File: config.mk
export PLATFORM = sky130hd
export DESIGN_NAME = imu_frame_parser_top_flat
export DESIGN_NICKNAME = d
export VERILOG_FILES = /design/src/imufp_pkg.sv /design/src/imufp_if.sv /design/src/imufp_fifo.sv /design/src/imufp_front.sv /design/src/imufp_back.sv /design/src/imu_frame_parser_top.sv /design/src/flat_wrapper.sv
export SDC_FILE = /design/constraint.sdc
export NUM_CORES = 1
export LEC_CHECK = 0
export BUFFER_PORTS_ARGS = -buffer_cell sky130_fd_sc_hd__buf_2
export CORE_MARGIN = 1
export CORE_UTILIZATION = 60
export CTS_CLUSTER_SIZE = 20
export DETAILED_ROUTE_END_ITERATION = 10
export PLACE_DENSITY = 0.78
export SETUP_SLACK_MARGIN = 0.2
export SLEW_MARGIN = 5
export SYNTH_ARGS = -nofsm -noshare
export SYNTH_HDL_FRONTEND = slang
export SYNTH_SLANG_ARGS = --single-unit
export TNS_END_PERCENT = 100
File: constraint.sdc
create_clock -name clk -period 17.24 [get_ports clk]
set_input_delay 0.862 -clock clk [delete_from_list [all_inputs] [get_ports clk]]
set_output_delay 0.862 -clock clk [all_outputs]
set_load 0.005 [all_outputs]
File: src/imufp_pkg.sv
// ----------------------------------------------------------------------------
// IMU frame parser package
// Types and fixed constants shared by the parser modules.
// ----------------------------------------------------------------------------
package imufp_pkg;

    localparam int CAPTURE_LEN = 12;
    localparam int CAP_IDX_W   = 4;
    localparam int QUEUE_DEPTH = 2;

    localparam logic [7:0] SYNC_RESET = 8'h5A;
    localparam int TYPE_RATES_BIT  = 2;
    localparam int TYPE_ANGLES_BIT = 3;

    localparam int ADDR_W = 3;
    localparam int DATA_W = 32;
    localparam logic REG_SYNC_VALUE = 1'b0;

    typedef logic [CAPTURE_LEN-1:0][7:0] cap_t;

    typedef struct packed {
        logic rates;
        logic angles;
        cap_t cap;
    } rec_t;

endpackage

File: src/imufp_if.sv
// ----------------------------------------------------------------------------
// IMU frame parser channels
// Byte input channel and decoded frame result channel.
// ----------------------------------------------------------------------------
interface imufp_byte_if;
    logic       valid;
    logic       ready;
    logic [7:0] rx_byte;

    modport source (output valid, output rx_byte, input ready);
    modport sink (input valid, input rx_byte, output ready);
endinterface

interface imufp_result_if;
    logic               valid;
    logic               ready;
    logic               rates_updated;
    logic               angles_updated;
    logic signed [15:0] rate_x;
    logic signed [15:0] rate_y;
    logic signed [15:0] rate_z;
    logic [15:0]        yaw_centideg;
    logic signed [15:0] roll_centideg;
    logic signed [15:0] pitch_centideg;
    logic [15:0]        good_frames;

    modport source (
        output valid, input ready,
        output rates_updated, output angles_updated,
        output rate_x, output rate_y, output rate_z,
        output yaw_centideg, output roll_centideg, output pitch_centideg,
        output good_frames
    );
    modport sink (
        input valid, output ready,
        input rates_updated, input angles_updated,
        input rate_x, input rate_y, input rate_z,
        input yaw_centideg, input roll_centideg, input pitch_centideg,
        input good_frames
    );
endinterface

File: src/imufp_fifo.sv
// ----------------------------------------------------------------------------
// IMU frame parser record queue
// Short queue of good-frame records between the parser and the result stage.
// ----------------------------------------------------------------------------
module imufp_fifo (
    input  logic               clk,
    input  logic               rst_n,
    input  logic               push,
    input  imufp_pkg::rec_t    wr_data,
    input  logic               pop,
    output imufp_pkg::rec_t    rd_data,
    output logic               full,
    output logic               empty
);

    localparam int PTR_W = $clog2(imufp_pkg::QUEUE_DEPTH);

    imufp_pkg::rec_t        mem_reg [imufp_pkg::QUEUE_DEPTH];
    logic [PTR_W-1:0]       wr_ptr_reg;
    logic [PTR_W-1:0]       rd_ptr_reg;
    logic [PTR_W:0]         count_reg;

    assign full    = (count_reg == (PTR_W+1)'(imufp_pkg::QUEUE_DEPTH));
    assign empty   = (count_reg == '0);
    assign rd_data = mem_reg[rd_ptr_reg];

    always_ff @(posedge clk)
    begin
        if (push && !full)
        begin
            mem_reg[wr_ptr_reg] <= wr_data;
        end
    end

    always_ff @(posedge clk or negedge rst_n)
    begin
        if (!rst_n)
        begin
            wr_ptr_reg <= '0;
            rd_ptr_reg <= '0;
            count_reg  <= '0;
        end
        else
        begin
            if (push && !full)
            begin
                wr_ptr_reg <= wr_ptr_reg + 1'b1;
            end
            if (pop && !empty)
            begin
                rd_ptr_reg <= rd_ptr_reg + 1'b1;
            end
            if ((push && !full) && !(pop && !empty))
            begin
                count_reg <= count_reg + 1'b1;
            end
            else if (!(push && !full) && (pop && !empty))
            begin
                count_reg <= count_reg - 1'b1;
            end
        end
    end

endmodule

File: src/imufp_front.sv
// ----------------------------------------------------------------------------
// IMU frame parser front end
// Sync hunt, header and payload capture, checksum test; queues good frames.
// ----------------------------------------------------------------------------
module imufp_front #(
    parameter int MAX_PAYLOAD = 16
) (
    input  logic              clk,
    input  logic              rst_n,
    imufp_byte_if.sink        rx,
    input  logic [7:0]        sync_value,
    input  logic              queue_full,
    output logic              push,
    output imufp_pkg::rec_t   rec
);

    localparam int POS_W = $clog2(MAX_PAYLOAD + 1);

    typedef enum logic [2:0] {
        PH_SYNC1,
        PH_SYNC2,
        PH_TYPE,
        PH_LEN,
        PH_PAYLOAD,
        PH_CHECK
    } phase_t;

    phase_t           phase_reg, phase_next;
    logic [POS_W-1:0] pos_reg, pos_next;
    logic [POS_W-1:0] len_reg, len_next;
    logic [POS_W-1:0] pos_inc;
    logic             rates_reg, rates_next;
    logic             angles_reg, angles_next;
    logic [7:0]       sum_reg, sum_next;
    imufp_pkg::cap_t  cap_reg, cap_next;
    logic             beat;
    logic [7:0]       b;

    assign rx.ready = !queue_full;
    assign beat     = rx.valid && rx.ready;
    assign b        = rx.rx_byte;
    assign pos_inc  = pos_reg + 1'b1;

    assign rec.rates  = rates_reg;
    assign rec.angles = angles_reg;
    assign rec.cap    = cap_reg;

    always_comb
    begin
        phase_next  = phase_reg;
        pos_next    = pos_reg;
        len_next    = len_reg;
        rates_next  = rates_reg;
        angles_next = angles_reg;
        sum_next    = sum_reg;
        cap_next    = cap_reg;
        push        = 1'b0;
        if (beat)
        begin
            case (phase_reg)
                PH_SYNC1:
                begin
                    if (b == sync_value)
                    begin
                        cap_next   = '0;
                        sum_next   = b;
                        pos_next   = '0;
                        phase_next = PH_SYNC2;
                    end
                end
                PH_SYNC2:
                begin
                    if (b == sync_value)
                    begin
                        sum_next   = sum_reg + b;
                        phase_next = PH_TYPE;
                    end
                    else
                    begin
                        phase_next = PH_SYNC1;
                    end
                end
                PH_TYPE:
                begin
                    rates_next  = b[imufp_pkg::TYPE_RATES_BIT];
                    angles_next = b[imufp_pkg::TYPE_ANGLES_BIT];
                    sum_next    = sum_reg + b;
                    phase_next  = PH_LEN;
                end
                PH_LEN:
                begin
                    if ({1'b0, b} > 9'(MAX_PAYLOAD))
                    begin
                        phase_next = PH_SYNC1;
                    end
                    else
                    begin
                        len_next   = b[POS_W-1:0];
                        sum_next   = sum_reg + b;
                        pos_next   = '0;
                        phase_next = (b == 8'd0) ? PH_CHECK : PH_PAYLOAD;
                    end
                end
                PH_PAYLOAD:
                begin
                    if (pos_reg < POS_W'(imufp_pkg::CAPTURE_LEN))
                    begin
                        cap_next[pos_reg[imufp_pkg::CAP_IDX_W-1:0]] = b;
                    end
                    sum_next = sum_reg + b;
                    pos_next = pos_inc;
                    if (pos_inc >= len_reg)
                    begin
                        phase_next = PH_CHECK;
                    end
                end
                PH_CHECK:
                begin
                    phase_next = PH_SYNC1;
                    push       = (b == sum_reg);
                end
                default:
                begin
                    phase_next = PH_SYNC1;
                end
            endcase
        end
    end

    always_ff @(posedge clk or negedge rst_n)
    begin
        if (!rst_n)
        begin
            phase_reg  <= PH_SYNC1;
            pos_reg    <= '0;
            len_reg    <= '0;
            rates_reg  <= 1'b0;
            angles_reg <= 1'b0;
            sum_reg    <= '0;
            cap_reg    <= '0;
        end
        else
        begin
            phase_reg  <= phase_next;
            pos_reg    <= pos_next;
            len_reg    <= len_next;
            rates_reg  <= rates_next;
            angles_reg <= angles_next;
            sum_reg    <= sum_next;
            cap_reg    <= cap_next;
        end
    end

endmodule

File: src/imufp_back.sv
// ----------------------------------------------------------------------------
// IMU frame parser result stage
// Loads held rates and angles from queued frames, counts, drives results.
// ----------------------------------------------------------------------------
module imufp_back (
    input  logic              clk,
    input  logic              rst_n,
    input  logic              queue_empty,
    input  imufp_pkg::rec_t   rec,
    output logic              pop,
    imufp_result_if.source    frame
);

    logic        valid_reg;
    logic        rates_upd_reg;
    logic        angles_upd_reg;
    logic [15:0] rate_x_reg;
    logic [15:0] rate_y_reg;
    logic [15:0] rate_z_reg;
    logic [15:0] yaw_reg;
    logic [15:0] roll_reg;
    logic [15:0] pitch_reg;
    logic [15:0] count_reg;

    assign pop = !queue_empty && (!valid_reg || frame.ready);

    assign frame.valid          = valid_reg;
    assign frame.rates_updated  = rates_upd_reg;
    assign frame.angles_updated = angles_upd_reg;
    assign frame.rate_x         = rate_x_reg;
    assign frame.rate_y         = rate_y_reg;
    assign frame.rate_z         = rate_z_reg;
    assign frame.yaw_centideg   = yaw_reg;
    assign frame.roll_centideg  = roll_reg;
    assign frame.pitch_centideg = pitch_reg;
    assign frame.good_frames    = count_reg;

    always_ff @(posedge clk or negedge rst_n)
    begin
        if (!rst_n)
        begin
            valid_reg      <= 1'b0;
            rates_upd_reg  <= 1'b0;
            angles_upd_reg <= 1'b0;
            rate_x_reg     <= '0;
            rate_y_reg     <= '0;
            rate_z_reg     <= '0;
            yaw_reg        <= '0;
            roll_reg       <= '0;
            pitch_reg      <= '0;
            count_reg      <= '0;
        end
        else if (pop)
        begin
            valid_reg      <= 1'b1;
            rates_upd_reg  <= rec.rates;
            angles_upd_reg <= rec.angles;
            if (rec.rates)
            begin
                rate_x_reg <= {rec.cap[0], rec.cap[1]};
                rate_y_reg <= {rec.cap[2], rec.cap[3]};
                rate_z_reg <= {rec.cap[4], rec.cap[5]};
            end
            if (rec.angles)
            begin
                yaw_reg   <= {rec.cap[6], rec.cap[7]};
                roll_reg  <= {rec.cap[8], rec.cap[9]};
                pitch_reg <= {rec.cap[10], rec.cap[11]};
            end
            count_reg <= count_reg + 16'd1;
        end
        else if (frame.ready)
        begin
            valid_reg <= 1'b0;
        end
    end

endmodule

File: src/imu_frame_parser_top.sv
// ----------------------------------------------------------------------------
// IMU frame parser top level
// Serial byte stream in, one decoded result per good frame out.
// ----------------------------------------------------------------------------
// Channel rx carries one received byte per beat; channel frame carries one
// result per frame whose checksum matches. The APB port holds the sync byte
// value at address 0 (reset 0x5A); write it only while no frame is open.
// Throughput: one byte per cycle, set by the parser state update. rx stalls
// only when the two-entry record queue is full, which happens only while
// frame is held back by its receiver.
// The checksum byte beat writes the record into the queue; frame.valid rises
// when that record is popped into the output register, once that is free.
// A stalled result holds its fields; the held rates and angles change only
// when the next queued record is loaded into the output register.
// Reset clears the parser to sync hunt, the queue, the held fields and the
// good-frame count.
// ----------------------------------------------------------------------------
module imu_frame_parser_top #(
    parameter int MAX_PAYLOAD = 16
) (
    input  logic                              clk,
    input  logic                              rst_n,
    imufp_byte_if.sink                        rx,
    imufp_result_if.source                    frame,
    input  logic                              psel,
    input  logic                              penable,
    input  logic                              pwrite,
    input  logic [imufp_pkg::ADDR_W-1:0]      paddr,
    input  logic [imufp_pkg::DATA_W-1:0]      pwdata,
    output logic [imufp_pkg::DATA_W-1:0]      prdata,
    output logic                              pready
);

    logic            sync_reg;
    logic [7:0]      sync_value_reg;
    logic            push;
    logic            pop;
    logic            queue_full;
    logic            queue_empty;
    imufp_pkg::rec_t wr_rec;
    imufp_pkg::rec_t rd_rec;

    assign pready   = 1'b1;
    assign sync_reg = (paddr[imufp_pkg::ADDR_W-1] == imufp_pkg::REG_SYNC_VALUE);
    assign prdata   = sync_reg ? {{(imufp_pkg::DATA_W-8){1'b0}}, sync_value_reg} : '0;

    always_ff @(posedge clk or negedge rst_n)
    begin
        if (!rst_n)
        begin
            sync_value_reg <= imufp_pkg::SYNC_RESET;
        end
        else if (psel && penable && pwrite && pready && sync_reg)
        begin
            sync_value_reg <= pwdata[7:0];
        end
    end

    imufp_front #(
        .MAX_PAYLOAD (MAX_PAYLOAD)
    ) u_front (
        .clk        (clk),
        .rst_n      (rst_n),
        .rx         (rx),
        .sync_value (sync_value_reg),
        .queue_full (queue_full),
        .push       (push),
        .rec        (wr_rec)
    );

    imufp_fifo u_fifo (
        .clk     (clk),
        .rst_n   (rst_n),
        .push    (push),
        .wr_data (wr_rec),
        .pop     (pop),
        .rd_data (rd_rec),
        .full    (queue_full),
        .empty   (queue_empty)
    );

    imufp_back u_back (
        .clk         (clk),
        .rst_n       (rst_n),
        .queue_empty (queue_empty),
        .rec         (rd_rec),
        .pop         (pop),
        .frame       (frame)
    );

endmodule

File: src/flat_wrapper.sv
// flat-port wrapper written by rule: the top's interface ports become plain ports
module imu_frame_parser_top_flat 
#(
    parameter int MAX_PAYLOAD = 16
)
  (clk, rst_n, psel, penable, pwrite, paddr, pwdata, prdata, pready, rx_valid, rx_rx_byte, rx_ready, frame_valid, frame_ready, frame_rates_updated, frame_angles_updated, frame_rate_x, frame_rate_y, frame_rate_z, frame_yaw_centideg, frame_roll_centideg, frame_pitch_centideg, frame_good_frames);
  imufp_byte_if rx_i ();
  imufp_result_if frame_i ();
  input  logic clk;
  input  logic rst_n;
  input  logic psel;
  input  logic penable;
  input  logic pwrite;
  input  logic [imufp_pkg::ADDR_W-1:0] paddr;
  input  logic [imufp_pkg::DATA_W-1:0] pwdata;
  output logic [imufp_pkg::DATA_W-1:0] prdata;
  output logic pready;
  input wire logic [$bits(rx_i.valid)-1:0] rx_valid;
  input wire logic [$bits(rx_i.rx_byte)-1:0] rx_rx_byte;
  output wire logic [$bits(rx_i.ready)-1:0] rx_ready;
  output wire logic [$bits(frame_i.valid)-1:0] frame_valid;
  input wire logic [$bits(frame_i.ready)-1:0] frame_ready;
  output wire logic [$bits(frame_i.rates_updated)-1:0] frame_rates_updated;
  output wire logic [$bits(frame_i.angles_updated)-1:0] frame_angles_updated;
  output wire logic [$bits(frame_i.rate_x)-1:0] frame_rate_x;
  output wire logic [$bits(frame_i.rate_y)-1:0] frame_rate_y;
  output wire logic [$bits(frame_i.rate_z)-1:0] frame_rate_z;
  output wire logic [$bits(frame_i.yaw_centideg)-1:0] frame_yaw_centideg;
  output wire logic [$bits(frame_i.roll_centideg)-1:0] frame_roll_centideg;
  output wire logic [$bits(frame_i.pitch_centideg)-1:0] frame_pitch_centideg;
  output wire logic [$bits(frame_i.good_frames)-1:0] frame_good_frames;
  assign rx_i.valid = rx_valid;
  assign rx_i.rx_byte = rx_rx_byte;
  assign rx_ready = rx_i.ready;
  assign frame_valid = frame_i.valid;
  assign frame_i.ready = frame_ready;
  assign frame_rates_updated = frame_i.rates_updated;
  assign frame_angles_updated = frame_i.angles_updated;
  assign frame_rate_x = frame_i.rate_x;
  assign frame_rate_y = frame_i.rate_y;
  assign frame_rate_z = frame_i.rate_z;
  assign frame_yaw_centideg = frame_i.yaw_centideg;
  assign frame_roll_centideg = frame_i.roll_centideg;
  assign frame_pitch_centideg = frame_i.pitch_centideg;
  assign frame_good_frames = frame_i.good_frames;
  imu_frame_parser_top #(.MAX_PAYLOAD(MAX_PAYLOAD)) u_core (.clk(clk), .rst_n(rst_n), .rx(rx_i), .frame(frame_i), .psel(psel), .penable(penable), .pwrite(pwrite), .paddr(paddr), .pwdata(pwdata), .prdata(prdata), .pready(pready));
endmodule
# Yosys cells after proc, flatten, opt, wreduce, memory -nomap -nowiden
# Memories as Yosys holds them, arrays and structs flattened.
# Index checks and enable logic that the tools add are counted.
# op_classes
eq_ne,13
order_cmp,5
muxes,28
n_bitwise,2
n_addsub,7
reduce_logical,33
# ops
operator,count
96-bit 2-to-1 mux,2
96-bit one-hot mux with 2 select lines,1
96-bit bitwise mux,1
8-bit 2-to-1 mux,5
8-bit demux with 4-bit select,1
8-bit one-hot mux with 4 select lines,1
"16-bit by 1-bit adder with 16-bit output, second input constant",1
8-bit == test,2
3-bit one-hot mux with 5 select lines,1
5-bit one-hot mux with 3 select lines,1
1-bit logical AND,10
5-bit 2-to-1 mux,2
"2-bit != test, second input constant",5
3-bit 2-to-1 mux,3
8-bit adder,1
"8-bit by 5-bit > comparator with 1-bit output, second input constant",1
8-bit logical NOT,1
4-bit AND reduction,2
1-bit 2-to-1 mux,7
"3-bit by 2-bit == test with 1-bit output, second input constant",2
"3-bit == test, second input constant",2
2-bit 2-to-1 mux,3
2-bit AND reduction,3
3-bit AND reduction,2
20 further kinds,28
# totals
word_cells,121
output_inout_bits,149
inputBits,50
mem_count,1
mem_bits_rw,196
ff_bits,246
# mem_list
memory,depth,width,read_ports,rd_clocked_by_memory_dff,write_ports,line,rtl
u_core.u_fifo.mem_reg,2,98,1,0,1,imufp_fifo.sv:18,imufp_pkg::rec_t mem_reg [imufp_pkg::QUEUE_DEPTH];

# Logic depth before layout (Yosys ltp)
# logic_depth
depth_word,9
mapped_depth,9
ltp_nobuf,9

# Hierarchy
# A second synthesis with hierarchy kept.
# hier_totals
cells_unflattened,1103
area_unflattened_um2,17783.3
# by_module_without_submodules
module,cells_per_inst,n_inst,area_each_um2,seq_area_each_um2
imufp_fifo,324,1,7297.0,5985.7
imufp_front,459,1,5332.6,2977.9
imufp_back,268,1,4569.4,2877.8
imu_frame_parser_top,52,1,584.3,205.2

# Worst setup path after synthesis
# OpenSTA, ideal clock, no wires.
# synth_path
path_type,input to register
start,input port rx_rx_byte[3]
end,memory u_core.u_fifo.mem_reg[0][0] in the netlist's numbering (enable)
stages,4
t_arrival_ps,8253
setup_time_ps,675
setup_slack_ps,8312
n_path_buf,0
t_required_ps,16565
path_cell_list,ha_1 > nor4_1 > nand4_1 > nor3_1
# synth_via
elab_chain_cells,6
# synth_rtl
element,line,rtl
from (decl),flat_wrapper.sv:19,input wire logic [$bits(rx_i.rx_byte)-1:0] rx_rx_byte;
8-bit == test,imufp_front.sv:120,push = (b == sum_reg);
1-bit 2-to-1 mux,imufp_front.sv:60,case (phase_reg)
1-bit 2-to-1 mux,imufp_front.sv:58,if (beat)
1-bit logical AND,imufp_fifo.sv:29,if (push && !full)
1-bit 2-to-1 mux,imufp_fifo.sv:29,
1-bit 2-to-1 mux (not written as such),imufp_fifo.sv:31,mem_reg[wr_ptr_reg] <= wr_data;
to (decl),imufp_fifo.sv:18,
# Every way passes these cells.

# Worst setup path in the final report
# layout_path
start,input port rx_rx_byte[3]
end,memory u_core.u_fifo.mem_reg[1][93] in the netlist's numbering (enable)
# The elaborated chain is that of the path after synthesis.

==> flow_metrics.py <==
metrics = {
    "detailed_routing": {
        "wl_met3_mm": 1.63,
        "highest_layer": "met4",
        "avgRoutedWirePerCell_um": 19.2,
        "dr.pass1.iters": 5,
        "via_per_inst": 5.68,
        "drt_iter0_markers": 774,
        "routedLengthMet1_mm": 14.9,
        "wl_mm": 34.0,
        "num_vias": 10000,
        "drc": 0,
        "drtAntennaViolNets": 0,
        "wl_met2_mm": 16.9,
    },
    "final_layout": {
        "final_cells": 1767,
        "finalNetCount": 1423,
        "drive_above_1_share_pct": 17.7,
        "largest_reg_flops": 196,
        "n_antenna_cell": 0,
        "area_growth_pct": 14.4,
    },
    "setup_path": {
        "worstPathMaxFanout": 62,
        "startpoint_type": "input port",
        "r2r_cells": 6,
        "rrSetupSlack_ns": 13.84,
        "worst_path_largest_cell_delay_ns": 0.76,
        "r2r-start": "u_core.u_front.sum_reg[5]",
        "path_buf_inv": 2,
        "cp.required_ns": 17.40,
        "cp_slowest_cell": "buf_4",
        "crit_chain": "buf_2 -> ha_1 -> nor4_1 -> nand4_1 -> nor2_1 -> and2_4 -> buf_4",
        "crit_path_end": "u_core.u_fifo.mem_reg[1][93]",
        "end_kind": "flip-flop",
        "worst-path-stages": 7,
        "crit_type": "in -> reg",
        "crit_arrival_ns": 3.69,
        "timing.rr.end": "u_core.u_fifo.mem_reg[1][93]",
        "startpoint": "rx_rx_byte[3]",
        "cp_top_family": "simple AND/OR/NAND/NOR gates",
    },
    "logic_synthesis": {
        "async_reset_ff_share_pct": 55.7,
        "yosys.area.top_type": "dfrtp_1",
        "synth_compound_area_share_pct": 10.2,
        "postSynthCellCount": 1219,
        "ys_warn_count": 0,
        "synthTopCellsByArea": "dfrtp_1 35%, edfxtp_1 34%, mux2i_1 6.0%",
        "synth_area_mm2": 0.0172,
        "yosysMostFrequentCell": "dfrtp_1",
        "yosysUniqueCellTypes": 52,
        "synth-main-ff-cell": "dfrtp_1",
        "synthAdderAreaFrac_pct": 1.43,
        "ys_top_cells_by_count": "242 x dfrtp_1, 196 x edfxtp_1, 121 x nor2_1",
        "synth-seq-cells": 442,
        "synth.area.mux_share_pct": 6.80,
        "yosys.area.top_type_share_pct": 35.3,
        "synth_top_family_by_area": "compound AO/OA/AOI/OAI gates",
        "seq_area_frac_synth_pct": 70.2,
        "synth_xor_area_share_pct": 1.79,
        "synth-simple-area-share_pct": 6.49,
        "synth_edf_count": 196,
        "syn_avg_cell_area_um2": 14.1,
    },
    "job": {
        "cap_violations": 0,
    },
    "sta": {
        "worst_pin_slew_ns": 1.16,
        "finalCritPeriodShare_pct": 20.5,
        "fin_skew_ns": 0.0167,
        "setup_viol": 0,
        "period_needed_ns": 3.54,
        "fin_setup_tns_ns": 0,
        "slew_headroom_pct": 22.7,
        "fmax_ghz": 0.283,
        "hold_viol": 0,
        "slew_viol_final": 0,
        "rsz0062_at_grt": "no",
    },
    "floorplan": {
        "die-width_um": 171,
        "placementRows": 61,
        "die_y_um": 171,
        "start_util_pct": 61.4,
        "die_area_mm2": 0.0293,
        "ios": 199,
        "core_area_mm2": 0.0279,
    },
    "clocking": {
        "cts_buffer_depth": 3,
        "cts_root_buffer": "clkbuf_16",
        "cts.clk_slew.worst_paths_ns": 0.06,
        "hold_buffers": 0,
        "cts_setup_buffers": 0,
        "cts_htree_levels": 2,
        "worstSkewPairLatency_ns": 0.54,
        "cts_tree": "done",
        "post_cts_resized": 0,
        "numCtsBuffers": 43,
        "clock-sinks": 442,
    },
    "grt": {
        "grt_pass1_vias": 9931,
        "grt_max_degree": 98,
        "grt_overflow": 0,
        "grt_pass1_wl_mm": 53.8,
        "grtUsageTotal_pct": 24.1,
        "antenna_found_initial": 0,
    },
    "run_status": {
        "outcome": "finished clean",
    },
    "power_and_ir_drop": {
        "swShare_pct": 29.3,
        "combPwrFrac_pct": 23.7,
        "internal-power_uw": 2180,
        "pwr-share-seq_pct": 44.2,
        "p_leak_uw": 0.00822,
        "finalPower_uw": 3090,
        "clock_power_share_pct": 32.1,
        "power_switching_uw": 906,
        "p_per_area_mw_per_mm2": 157,
        "ir_drop_v": 0.0000797,
    },
    "placed_design": {
        "io_buffers": 147,
        "dp_hpwl_mm": 19.9,
        "dp_cells": 1687,
        "finalWeightedCongestion": 0.835,
    },
    "min_path": {
        "min_path_type": "in -> async",
    },
}
[placed cells by master (no fill, tap or decap), drive strengths merged, types with 11 or more instances in the layout]
cell type  netlist  routed
a21oi          118     118
buf             52     155
clkbuf          36      62
clkinv           0      11
conb             2      25
dfrtp          242     242
edfxtp         196     196
ha              18      18
inv             16      17
mux2            12      12
mux2i          103     103
nand2           47      47
nor2           121     121
nor2b           16      16
o21ai           15      15
o2bb2ai         97      97
or2             13      13
xnor2           23      23
xor2            12      12
[power groups by stage]
stage	sequential, uW	combinational (uW)	clock, uW
after global placement	1380	710	0
final	1360	731	991
after global routing	1380	819	1040
after floorplan	1360	495	0
after detailed placement	1380	731	0
after CTS	1360	741	1000
[worst min-delay path by stage]
stage                     cells past startpoint  slack [ns]                            to
final                                         1        0.31     u_core.u_back.frame.valid
after global routing                          1        0.36     u_core.u_back.frame.valid
after CTS                                     1        0.35     u_core.u_front.sum_reg[3]
after detailed placement                      0        0.45  u_core.u_fifo.mem_reg[0][23]
after global placement                        0        0.45  u_core.u_fifo.mem_reg[1][14]
after floorplan                               0        0.44  u_core.u_fifo.mem_reg[0][96]
[layout make-up]
type	instances	area [um^2]
Clock buffer	62	1270
Clock inverter	18	267
Fill cell	1885	8310
Inverter	16	60.1
Multi-Input combinational cell	696	4690
Sequential cell	442	12100
Tap cell	378	473
Timing Repair Buffer	155	806
[per-stage QoR]
stage	util (%)	setup slack, ns	instance area [um^2]	hold slack [ns]
floorplan	-	8.31	17200	0.438
global placement	64.7	13.23	18100	0.448
detailed placement	64.7	13.17	18100	0.452
CTS	70.2	13.72	19600	0.347
global route	70.2	13.50	19600	0.365
finish	70.2	13.70	19600	0.311
[cell families after synthesis]
logic type,count (synthesis)
other cells,2
flops,442
mux,115
xor+xnor,35
fa+ha+maj,19
simple gates,245
compound gates,257
buf+inv,104
[per-layer routing]
| layer | up-vias | track usage [%] |
|---|---|---|
| li1 | 4649 | - |
| met1 | 5063 | 33.5 |
| met2 | 278 | 39.9 |
| met3 | 42 | 3.84 |
| met4 | 0 | 5.82 |
| met5 | - | 0 |
[worst reg2reg max path, stage by stage, from the launching register on]
cell and delay [ns]:
dfrtp_1 0.38, ha_1 0.36, nor4_1 0.40, nand4_1 0.20
nor2_1 0.29, and2_4 0.56, buf_4 0.79
Power figures use the tool's default switching activity.
